==> src/hw/rtl/pisc_pkg.sv <==
// Package for the PI speed controller: register indexes, reset values,
// the configuration bundle, divider status and the sequencer state type.
// No dependencies.
`default_nettype none

package pisc_pkg;

  localparam int unsigned SpeedW = 16;
  localparam int unsigned GainW  = 16;
  localparam int unsigned WideW  = 32;
  localparam int unsigned ProdW  = 50;
  localparam int unsigned QuoW   = 16;
  localparam int unsigned NumW   = 48;
  localparam int unsigned IdxW   = 3;

  localparam logic [IdxW-1:0] REG_PROP_GAIN     = 3'd0;
  localparam logic [IdxW-1:0] REG_INTEGRAL_GAIN = 3'd1;
  localparam logic [IdxW-1:0] REG_MAX_SPEED     = 3'd2;
  localparam logic [IdxW-1:0] REG_MIN_SPEED     = 3'd3;
  localparam logic [IdxW-1:0] REG_FULL_DUTY     = 3'd4;

  localparam logic [GainW-1:0]  RST_PROP_GAIN     = 16'd98;
  localparam logic [GainW-1:0]  RST_INTEGRAL_GAIN = 16'd98;
  localparam logic [SpeedW-1:0] RST_MAX_SPEED     = 16'd1600;
  localparam logic [SpeedW-1:0] RST_MIN_SPEED     = 16'd0;
  localparam logic [SpeedW-1:0] RST_FULL_DUTY     = 16'd40000;

  typedef struct packed {
    logic [GainW-1:0]  prop_gain;
    logic [GainW-1:0]  integral_gain;
    logic [SpeedW-1:0] max_speed;
    logic [SpeedW-1:0] min_speed;
    logic [SpeedW-1:0] full_duty;
  } cfg_t;

  typedef struct packed {
    logic busy;
    logic done;
  } div_stat_t;

  typedef enum logic [3:0] {
    S_IDLE,
    S_CLAMP,
    S_MUL_P,
    S_MUL_I,
    S_INTEG,
    S_SUM,
    S_MUL_D,
    S_DIV_GO,
    S_DIV,
    S_DONE
  } state_t;

endpackage

`default_nettype wire

==> src/hw/rtl/pisc_cfg_regs.sv <==
// Configuration register file of the PI speed controller.
// Depends on pisc_pkg.
`default_nettype none

module pisc_cfg_regs (
  input  logic                         clk,
  input  logic                         rst,
  input  logic                         cfg_write,
  input  logic [pisc_pkg::IdxW-1:0]    cfg_index,
  input  logic [pisc_pkg::SpeedW-1:0]  cfg_data,
  output pisc_pkg::cfg_t               cfg
);
  import pisc_pkg::*;

  always_ff @(posedge clk) begin
    if (rst) begin
      cfg.prop_gain     <= RST_PROP_GAIN;
      cfg.integral_gain <= RST_INTEGRAL_GAIN;
      cfg.max_speed     <= RST_MAX_SPEED;
      cfg.min_speed     <= RST_MIN_SPEED;
      cfg.full_duty     <= RST_FULL_DUTY;
    end else if (cfg_write) begin
      case (cfg_index)
        REG_PROP_GAIN:     cfg.prop_gain     <= cfg_data;
        REG_INTEGRAL_GAIN: cfg.integral_gain <= cfg_data;
        REG_MAX_SPEED:     cfg.max_speed     <= cfg_data;
        REG_MIN_SPEED:     cfg.min_speed     <= cfg_data;
        REG_FULL_DUTY:     cfg.full_duty     <= cfg_data;
        default: ;
      endcase
    end
  end

endmodule

`default_nettype wire

==> src/hw/rtl/pisc_div.sv <==
// Restoring divider, one quotient bit per cycle, 16 quotient bits.
// The dividend's upper part must be below the divisor. Depends on pisc_pkg.
`default_nettype none

module pisc_div (
  input  logic                        clk,
  input  logic                        rst,
  input  logic                        start,
  input  logic [pisc_pkg::NumW-1:0]   dividend,
  input  logic [pisc_pkg::WideW-1:0]  divisor,
  output logic [pisc_pkg::QuoW-1:0]   quotient,
  output pisc_pkg::div_stat_t         stat
);
  import pisc_pkg::*;

  logic [WideW-1:0] rem;
  logic [QuoW-1:0]  low;
  logic [3:0]       cnt;
  logic [WideW:0]   trial;
  logic [WideW:0]   diff;
  logic             fits;

  assign trial = {rem, low[QuoW-1]};
  assign diff  = trial - {1'b0, divisor};
  assign fits  = ~diff[WideW];

  always_ff @(posedge clk) begin
    if (rst) begin
      stat.busy <= 1'b0;
      stat.done <= 1'b0;
      cnt       <= '0;
    end else if (start) begin
      stat.busy <= 1'b1;
      stat.done <= 1'b0;
      cnt       <= '0;
    end else if (stat.busy) begin
      cnt <= cnt + 4'd1;
      if (cnt == 4'd15) begin
        stat.busy <= 1'b0;
        stat.done <= 1'b1;
      end
    end else begin
      stat.done <= 1'b0;
    end
  end

  always_ff @(posedge clk) begin
    if (start) begin
      rem      <= dividend[NumW-1:QuoW];
      low      <= dividend[QuoW-1:0];
      quotient <= '0;
    end else if (stat.busy) begin
      rem      <= fits ? diff[WideW-1:0] : trial[WideW-1:0];
      low      <= {low[QuoW-2:0], 1'b0};
      quotient <= {quotient[QuoW-2:0], fits};
    end
  end

endmodule

`default_nettype wire

==> src/hw/rtl/pi_speed_controller_top.sv <==
// Top level of the PI speed controller: sequencer, shared multiplier,
// clamp logic and output register. Depends on pisc_pkg, pisc_cfg_regs, pisc_div.
//
// Usage: each word on the input channel (target_speed, measured_speed) is one
// control tick; each tick yields exactly one duty word on the output channel.
// Configuration is written through cfg_write/cfg_index/cfg_data, one register
// per cycle. The user must write it only while no tick is in flight; the
// block itself does not enforce this. A tick runs through a sequencer that
// uses one 17 x 33 bit multiplier three times (proportional, integral and
// duty products) and then a radix-2 restoring divider. The duty word appears
// in the output register in the same cycle as in_ready returns, so the block
// accepts no new tick until the last one is finished.
// Reset loads the register defaults, clears the integral accumulator and
// empties the output register. If the receiver stalls, the finished duty
// word waits in the output register; the next tick is still accepted and
// computed, and it waits before the output until the register is taken.
`default_nettype none

module pi_speed_controller_top (
  input  logic                         clk,
  input  logic                         rst,
  input  logic                         cfg_write,
  input  logic [pisc_pkg::IdxW-1:0]    cfg_index,
  input  logic [pisc_pkg::SpeedW-1:0]  cfg_data,
  input  logic                         in_valid,
  output logic                         in_ready,
  input  logic [pisc_pkg::SpeedW-1:0]  target_speed,
  input  logic [pisc_pkg::SpeedW-1:0]  measured_speed,
  output logic                         out_valid,
  input  logic                         out_ready,
  output logic [pisc_pkg::SpeedW-1:0]  duty
);
  import pisc_pkg::*;

  cfg_t      cfg;
  div_stat_t div_stat;
  state_t    state, state_next;

  logic [SpeedW-1:0]       target;
  logic [SpeedW-1:0]       meas;
  logic signed [SpeedW:0]  err;
  logic signed [ProdW-1:0] prod;
  logic [WideW-1:0]        prop;
  logic [WideW-1:0]        integral_sum;
  logic [WideW-1:0]        sum;

  logic                    div_start;
  logic [QuoW-1:0]         quotient;
  logic                    out_load;
  logic [GainW-1:0]        mul_a;
  logic signed [WideW:0]   mul_b;
  logic signed [ProdW-1:0] mul_p;

  logic [SpeedW-1:0]       meas_hi;
  logic [SpeedW-1:0]       meas_c;
  logic [WideW-1:0]        maxw;
  logic [WideW-1:0]        minw;
  logic signed [WideW+2:0] maxw_s;
  logic signed [WideW+2:0] minw_s;
  logic signed [WideW+2:0] prop_raw;
  logic signed [WideW+2:0] prop_hi;
  logic signed [WideW+2:0] prop_c;
  logic signed [WideW+2:0] integ_raw;
  logic signed [WideW+2:0] integ_hi;
  logic signed [WideW+2:0] integ_c;
  logic [WideW:0]          sum_raw;
  logic [WideW:0]          sum_lo;
  logic [WideW:0]          sum_c;

  pisc_cfg_regs u_cfg (
    .clk       (clk),
    .rst       (rst),
    .cfg_write (cfg_write),
    .cfg_index (cfg_index),
    .cfg_data  (cfg_data),
    .cfg       (cfg)
  );

  pisc_div u_div (
    .clk      (clk),
    .rst      (rst),
    .start    (div_start),
    .dividend (prod[NumW-1:0]),
    .divisor  (maxw),
    .quotient (quotient),
    .stat     (div_stat)
  );

  assign maxw   = {cfg.max_speed, 16'd0};
  assign minw   = {cfg.min_speed, 16'd0};
  assign maxw_s = $signed({3'b000, maxw});
  assign minw_s = $signed({3'b000, minw});

  assign meas_hi = (meas > cfg.max_speed) ? cfg.max_speed : meas;
  assign meas_c  = (meas_hi < cfg.min_speed) ? cfg.min_speed : meas_hi;

  assign prop_raw = $signed({prod[33], prod[33:0]});
  assign prop_hi  = (prop_raw > maxw_s) ? maxw_s : prop_raw;
  assign prop_c   = (prop_hi < minw_s) ? minw_s : prop_hi;

  assign integ_raw = $signed({3'b000, integral_sum}) + $signed({prod[33], prod[33:0]});
  assign integ_hi  = (integ_raw > maxw_s) ? maxw_s : integ_raw;
  assign integ_c   = (integ_hi < 0) ? '0 : integ_hi;

  assign sum_raw = {1'b0, prop} + {1'b0, integral_sum};
  assign sum_lo  = (sum_raw < {1'b0, minw}) ? {1'b0, minw} : sum_raw;
  assign sum_c   = (sum_lo > {1'b0, maxw}) ? {1'b0, maxw} : sum_lo;

  assign mul_p = $signed({1'b0, mul_a}) * mul_b;

  always_comb begin
    state_next = state;
    case (state)
      S_IDLE:   if (in_valid) state_next = S_CLAMP;
      S_CLAMP:  state_next = S_MUL_P;
      S_MUL_P:  state_next = S_MUL_I;
      S_MUL_I:  state_next = S_INTEG;
      S_INTEG:  state_next = S_SUM;
      S_SUM:    state_next = S_MUL_D;
      S_MUL_D:  state_next = S_DIV_GO;
      S_DIV_GO: state_next = S_DIV;
      S_DIV:    if (div_stat.done) state_next = S_DONE;
      S_DONE:   if (!out_valid || out_ready) state_next = S_IDLE;
      default:  state_next = S_IDLE;
    endcase
  end

  always_comb begin
    in_ready  = 1'b0;
    div_start = 1'b0;
    out_load  = 1'b0;
    mul_a     = cfg.full_duty;
    mul_b     = $signed({1'b0, sum});
    case (state)
      S_IDLE:   in_ready = 1'b1;
      S_MUL_P: begin
        mul_a = cfg.prop_gain;
        mul_b = $signed({{16{err[SpeedW]}}, err});
      end
      S_MUL_I: begin
        mul_a = cfg.integral_gain;
        mul_b = $signed({{16{err[SpeedW]}}, err});
      end
      S_DIV_GO: div_start = 1'b1;
      S_DONE:   out_load = !out_valid || out_ready;
      default: ;
    endcase
  end

  always_ff @(posedge clk) begin
    if (rst) begin
      state        <= S_IDLE;
      integral_sum <= '0;
      out_valid    <= 1'b0;
    end else begin
      state <= state_next;
      if (state == S_INTEG) begin
        integral_sum <= integ_c[WideW-1:0];
      end
      if (out_load) begin
        out_valid <= 1'b1;
      end else if (out_ready) begin
        out_valid <= 1'b0;
      end
    end
  end

  always_ff @(posedge clk) begin
    if (in_valid && in_ready) begin
      target <= target_speed;
      meas   <= measured_speed;
    end
    if (state == S_CLAMP) begin
      err <= $signed({1'b0, target}) - $signed({1'b0, meas_c});
    end
    if (state == S_MUL_P || state == S_MUL_I || state == S_MUL_D) begin
      prod <= mul_p;
    end
    if (state == S_MUL_I) begin
      prop <= prop_c[WideW-1:0];
    end
    if (state == S_SUM) begin
      sum <= sum_c[WideW-1:0];
    end
    if (out_load) begin
      duty <= (cfg.max_speed == '0) ? '0 : quotient;
    end
  end

  a_div_in_div_state: assert property (@(posedge clk) disable iff (rst)
    div_stat.busy |-> (state == S_DIV))
    else $error("divider busy outside its state");

  a_no_accept_in_flight: assert property (@(posedge clk) disable iff (rst)
    (in_valid && in_ready) |=> !in_ready)
    else $error("input accepted while a tick is in flight");

  a_done_loads_output: assert property (@(posedge clk) disable iff (rst)
    (state == S_DONE && (!out_valid || out_ready)) |=> out_valid)
    else $error("finished tick not placed in the output register");

  a_duty_bounded: assert property (@(posedge clk) disable iff (rst)
    out_valid |-> (duty <= cfg.full_duty))
    else $error("duty above full drive");

endmodule

`default_nettype wire
==> config.mk <==
export PLATFORM = sky130hd
export DESIGN_NAME = pi_speed_controller_top
export DESIGN_NICKNAME = d
export VERILOG_FILES = /design/src/hw/rtl/pisc_pkg.sv /design/src/hw/rtl/pisc_cfg_regs.sv /design/src/hw/rtl/pisc_div.sv /design/src/hw/rtl/pi_speed_controller_top.sv
export SDC_FILE = /design/constraint.sdc
export NUM_CORES = 2
export LEC_CHECK = 0
export ABC_AREA = 1
export BUFFER_PORTS_ARGS = -buffer_cell sky130_fd_sc_hd__buf_4
export CAP_MARGIN = 40
export CORE_ASPECT_RATIO = 1.1
export CORE_MARGIN = 2
export CORE_UTILIZATION = 40
export DETAILED_ROUTE_END_ITERATION = 6
export PLACE_DENSITY = 0.51
export SYNTH_ARGS = -nofsm -noshare
export SYNTH_HDL_FRONTEND = slang
export SYNTH_SLANG_ARGS = --single-unit
==> constraint.sdc <==
create_clock -name clk -period 8.4 [get_ports clk]
set_input_delay 1.26 -clock clk [delete_from_list [all_inputs] [get_ports clk]]
set_output_delay 1.26 -clock clk [all_outputs]
set_load 0.05 [all_outputs]
# Yosys cells after proc, flatten, opt, wreduce, memory -nomap -nowiden

Cells that the tools add are included.

Register bits: 364
Input bits: 56
Output and inout bits: 18
Word-level logic and storage cells: 103

Add/sub/neg operators: 5
$mul: 1
Magnitude comparators: 8
Equal/unequal tests: 17
Mux-type cells: 28
Bitwise logic cells: 2
Reductions and logical operators: 19

Operator list:

| kind                                                | count |
|---|---|
| two-way mux 32 bit                                  | 6 |
| two-way mux 35 bit                                  | 2 |
| two-way mux 33 bit                                  | 2 |
| two-way mux 16 bit                                  | 4 |
| multiplier 17 x 33 -> 48 bit                        | 1 |
| one-hot mux 4 bit (10 select lines)                 | 1 |
| adder 33 x 34 -> 35 bit                             | 1 |
| > comparator 35 x 33 -> 1 bit                       | 1 |
| < comparator 35 x 1 -> 1 bit, second input constant | 1 |
| < comparator 35 x 33 -> 1 bit                       | 1 |
| > comparator 34 x 33 -> 1 bit                       | 1 |
| adder 32 x 32 -> 33 bit                             | 1 |
| > comparator 33 x 32 -> 1 bit                       | 1 |
| < comparator 33 x 32 -> 1 bit                       | 1 |
| subtractor 33 x 32 -> 33 bit                        | 1 |
| one-hot mux 16 bit (2 select lines)                 | 1 |
| subtractor 16 x 16 -> 17 bit                        | 1 |
| == test 4 x 3 -> 1 bit, second input constant       | 4 |
| > comparator 16 bit                                 | 1 |
| zero test 16 bit                                    | 1 |
| < comparator 16 bit                                 | 1 |
| == test 4 bit, second input constant                | 3 |
| two-way mux 4 bit                                   | 3 |
| AND reduction 2 bit                                 | 5 |
| other kinds (20)                                    | 35 |

# Logic depth before layout (Yosys ltp)

Depth after elaboration: 5
Gate-level depth with buffers: 43
Gate-level depth less buffers: 41

# By module

Synthesis repeated with hierarchy kept, for this count alone.

Cells, all modules: 5765
Area total of the unflattened synthesis: 43838.3 µm²

Modules (own cells, without submodules):

| module                  | times used | cells an instance | area an instance (µm²) | sequential area each (µm²) |
|---|---|---|---|---|
| pi_speed_controller_top | 1          | 4327              | 34379.2                | 6055.8 |
| pisc_div                | 1          | 985               | 6263.5                 | 1881.8 |
| pisc_cfg_regs           | 1          | 453               | 3195.6                 | 1601.5 |

# Least setup slack after synthesis

OpenSTA, ideal clock, no wires.

Kind: register to register
From: register state[2]
To: register prod[41], data pin
Setup time: 259 ps
Arrival time: 6619 ps
Required time: 8141 ps
Slack: 1522 ps
Stages on the path, launching flop included: 32
Path buffers: 2
Clock period less this slack: 6878 ps
Cells stage by stage: dfxtp_1 -> nor2_1 -> inv_1 -> nor2_2 -> inv_1 -> buf_2 -> buf_2 -> o21ai_1 -> inv_1 -> nor2_1 -> fa_1 -> inv_1 -> fa_1 -> fa_1 -> fa_1 -> inv_1 -> fa_1 -> inv_1 -> fa_1 -> inv_1 -> ha_1 -> a21oi_1 -> o21a_1 -> a21boi_1 -> inv_1 -> nand2_1 -> nand3_1 -> a21boi_1 -> o21ai_1 -> nand2_1 -> nand2_1 -> xor2_1

Cells in the longest elaborated chain, start to end: 4
Elaborated cells on any way between the ends: 6
Classes of those cells: 1 x mul; 2 x eq/ne; 2 x mux; 1 x reduce/logical

RTL lines:

| what                             | RTL line                       | text |
|---|---|---|
| from (decl)                      | pi_speed_controller_top.sv:37  | `state_t state, state_next;` |
| from (signal assigned)           | pi_speed_controller_top.sv:156 | `state <= state_next;` |
| == test 4 x 2 -> 1 bit           | pi_speed_controller_top.sv:134 | `case (state)` |
| OR reduction 2 bit (no line)     | n/a                            |  |
| two-way mux 33 bit               | pi_speed_controller_top.sv:134 |  |
| multiplier 17 x 33 -> 48 bit (*) | pi_speed_controller_top.sv:109 | `assign mul_p = $signed({1'b0, mul_a}) * mul_b;` |
| net mul_p[41]                    | pi_speed_controller_top.sv:52  | `logic signed [ProdW-1:0] mul_p;` |
| to (signal assigned)             | pi_speed_controller_top.sv:177 | `prod <= mul_p;` |
| to (decl)                        | pi_speed_controller_top.sv:42  | `logic signed [ProdW-1:0] prod;` |

Mark *: on every way through the listed nets, which the timed path passes. The rest lies on a longest branch.
A chain may end at the register's enable or synchronous reset.

# Final worst setup path

From: register state[2]
To: register prod[44], data pin

The elaborated chain is that of the path after synthesis.

==> impl_metrics.json <==
{
  "status": "complete, no violations",
  "worstPathRequired_ns": 8.74,
  "drt_iter0_markers": 2508,
  "place_area_um2": 42800,
  "crit_path_start": "state[2]",
  "root_buffer": "clkbuf_16",
  "rows": 122,
  "grt_max_degree": 83,
  "yosys.area.top_type_share_pct": 24.62,
  "synth_edf_count": 225,
  "drive_above_1_share_pct": 6.497,
  "synth_flop_cell": "edfxtp_1",
  "die_area_um2": 103200,
  "antenna_found_initial": 2,
  "ys_types": 67,
  "cts_buffers": 42,
  "cts.sinks": 364,
  "critPathMaxFanout": 10,
  "htreeDepth": 2,
  "max_stage_delay_ns": 0.53,
  "syn_avg_cell_area_um2": 8.140,
  "synth_area_leaders": "fa_1 25%, edfxtp_1 17%, ha_1 9.9%",
  "drc": 0,
  "final_cells": 6366,
  "hold_depth": 2,
  "finalSetupTns_ns": 0,
  "start_util_pct": 40.20,
  "fmax_mhz": 127.7,
  "cts_setup_buffers": 0,
  "cp_slowest_cell": "fa_1",
  "grt_pass1_vias": 33834,
  "relSlewSlack_pct": 42.05,
  "num-nets-final": 5902,
  "hold_ws_ns": 0.4660,
  "portBuffers": 73,
  "worstMarginPinSlew_ns": 0.8671,
  "diodes": 0,
  "io_pins": 74,
  "postLayoutCellArea_um2": 44220,
  "path_class": "register to register",
  "timing.rr.start": "state[2]",
  "max-cap-violations": 0,
  "fin_skew_ns": 0.04667,
  "end_kind": "register",
  "synth_fp_nets": 5816,
  "core_area_um2": 100100,
  "synth_seq_cells": 364,
  "netlist_area_um2": 40250,
  "avgViaCountPerCell": 5.168,
  "die_h_um": 336.7,
  "route.vias.total": 32898,
  "synthTopCellsByCount": "995 x nand2_1, 955 x inv_1, 520 x nor2_1",
  "critPathArrivalTime_ns": 8.17,
  "clk_latency_ns": 0.61,
  "post-place-cells": 6289,
  "post_cts_resized": 0,
  "ctsHoldBuffers": 0,
  "ys_warn_count": 0,
  "cts_tree": "yes",
  "synth.largest_area_cell": "fa_1",
  "async_flop_share_pct": 0,
  "wl_per_cell_um": 21.22,
  "clk_pin_slew_worst_paths_ns": 0.06,
  "synth_cells": 4945,
  "area_growth_pct": 9.844,
  "routabilityCongestion": 0.9484,
  "crit_top_cell": "inv_1",
  "synth-seq-area-share_pct": 23.70,
  "ant_nets": 0,
  "globalRoute.totalOverflow": 0,
  "die_x_um": 306.5,
  "grt_pass1_wl_um": 208000,
  "dp_hpwl_um": 109100,
  "grt_usage_pct": 26.58,
  "layout_min_cycle_time_ns": 7.832,
  "timing.final.crit_share_pct": 93.23,
  "drv_slew": 0,
  "startpoint_type": "register",
  "rr_worst_depth": 32,
  "drt_first_pass_iters": 6,
  "synth.most_common_cell": "nand2_1",
  "clk_path_buf_depth": 3,
  "rsz0062_at_grt": "false",
  "holdCritStartpoint": "u_cfg.cfg[10]",
  "final_hold_viol_count": 0,
  "setup_viol": 0,
  "routed_wl_um": 135100,
  "hold_class": "register to register"
}
-- flip-flops by register name, indices dropped and copies added, names as in the netlist --
name	cells
u_cfg.cfg	80
prod	48
integral_sum	32
prop	32
sum	32
u_div.rem	32
err	17
duty	16
meas	16
target	16
u_div.low	16
u_div.quotient	16
state	4
u_div.cnt	4
u_div.stat	2
out_valid	1
-- per-stage QoR --
stage	setup slack (ns)	util [%]
4_1_cts	0.05274	44.14
2_1_floorplan	1.522	-
5_1_grt	0.03885	44.16
3_5_place_dp	0.06964	42.74
6_report	0.5685	44.16
3_3_place_gp	0.2435	42.66
-- routing by layer --
| metal | wire length, µm | global-route usage (%) |
|---|---|---|
| met1 | 59560 | 36.07 |
| met2 | 65090 | 45.72 |
| met3 | 6364 | 1.911 |
| met4 | 4092 | 7.562 |
| met5 | 0 | 0 |
-- placed cells by master (no fill, tap or decap), types with 15 or more instances in the layout --
cell type  netlist  routed
nor3_1          39      39
nand3_1        180     180
nand2_1        995     994
a21oi_1        262     262
o21ai_1         33      29
ha_1           320     320
nor2_1         520     517
fa_1           495     495
xor2_1          75      74
clkinv_1        17      19
edfxtp_1       225     225
nand4_1         32      32
inv_1          955     954
o22ai_1         17      17
buf_4            3     176
a21o_1          15      15
o21ai_0        228     226
xnor2_1         60      60
clkbuf_16        0      46
dfxtp_1        139     139
a31oi_1         22      22
-- cell families (layout without fill, tap and decap cells) --
family	Yosys count	after routing	synth area share, %
xor+xnor	135	135	2.937
fa+ha+maj	815	815	34.56
compound gates	678	678	9.499
flops	364	364	23.70
buf+inv	1120	1239	10.63
simple gates	1833	1833	18.67
-- worst paths after layout --
path                        end  slack (ns)
hold reg to reg   u_cfg.cfg[10]        0.47
setup reg to reg       prod[44]        0.57
hold / removal    u_cfg.cfg[10]        0.47
setup / recovery       prod[44]        0.57
-- layout make-up --
type / count / area (µm²)
Timing Repair Buffer: 182 / 1464
Tap cell: 1302 / 1629
Sequential cell: 364 / 9539
Multi-Input combinational cell: 3461 / 26500
Fill cell: 10238 / 55920
Clock inverter: 18 / 165.2
Inverter: 980 / 3684
Clock buffer: 59 / 1231
-- critical path: cells and delay by family (launching register included) --
kind,cells,cell delay (ns)
adders and majority gates,7,3.22
AOI/OAI and AO/OA,8,1.31
and+or+nand+nor,5,0.81
DFF,1,0.35
xor gates and xnor gates,1,0.16
buffers and inverters,11,1.69
Power is left out: the tool's default activity adds up to more than one toggle a clock period on the data nets, which glitch-free logic cannot reach.
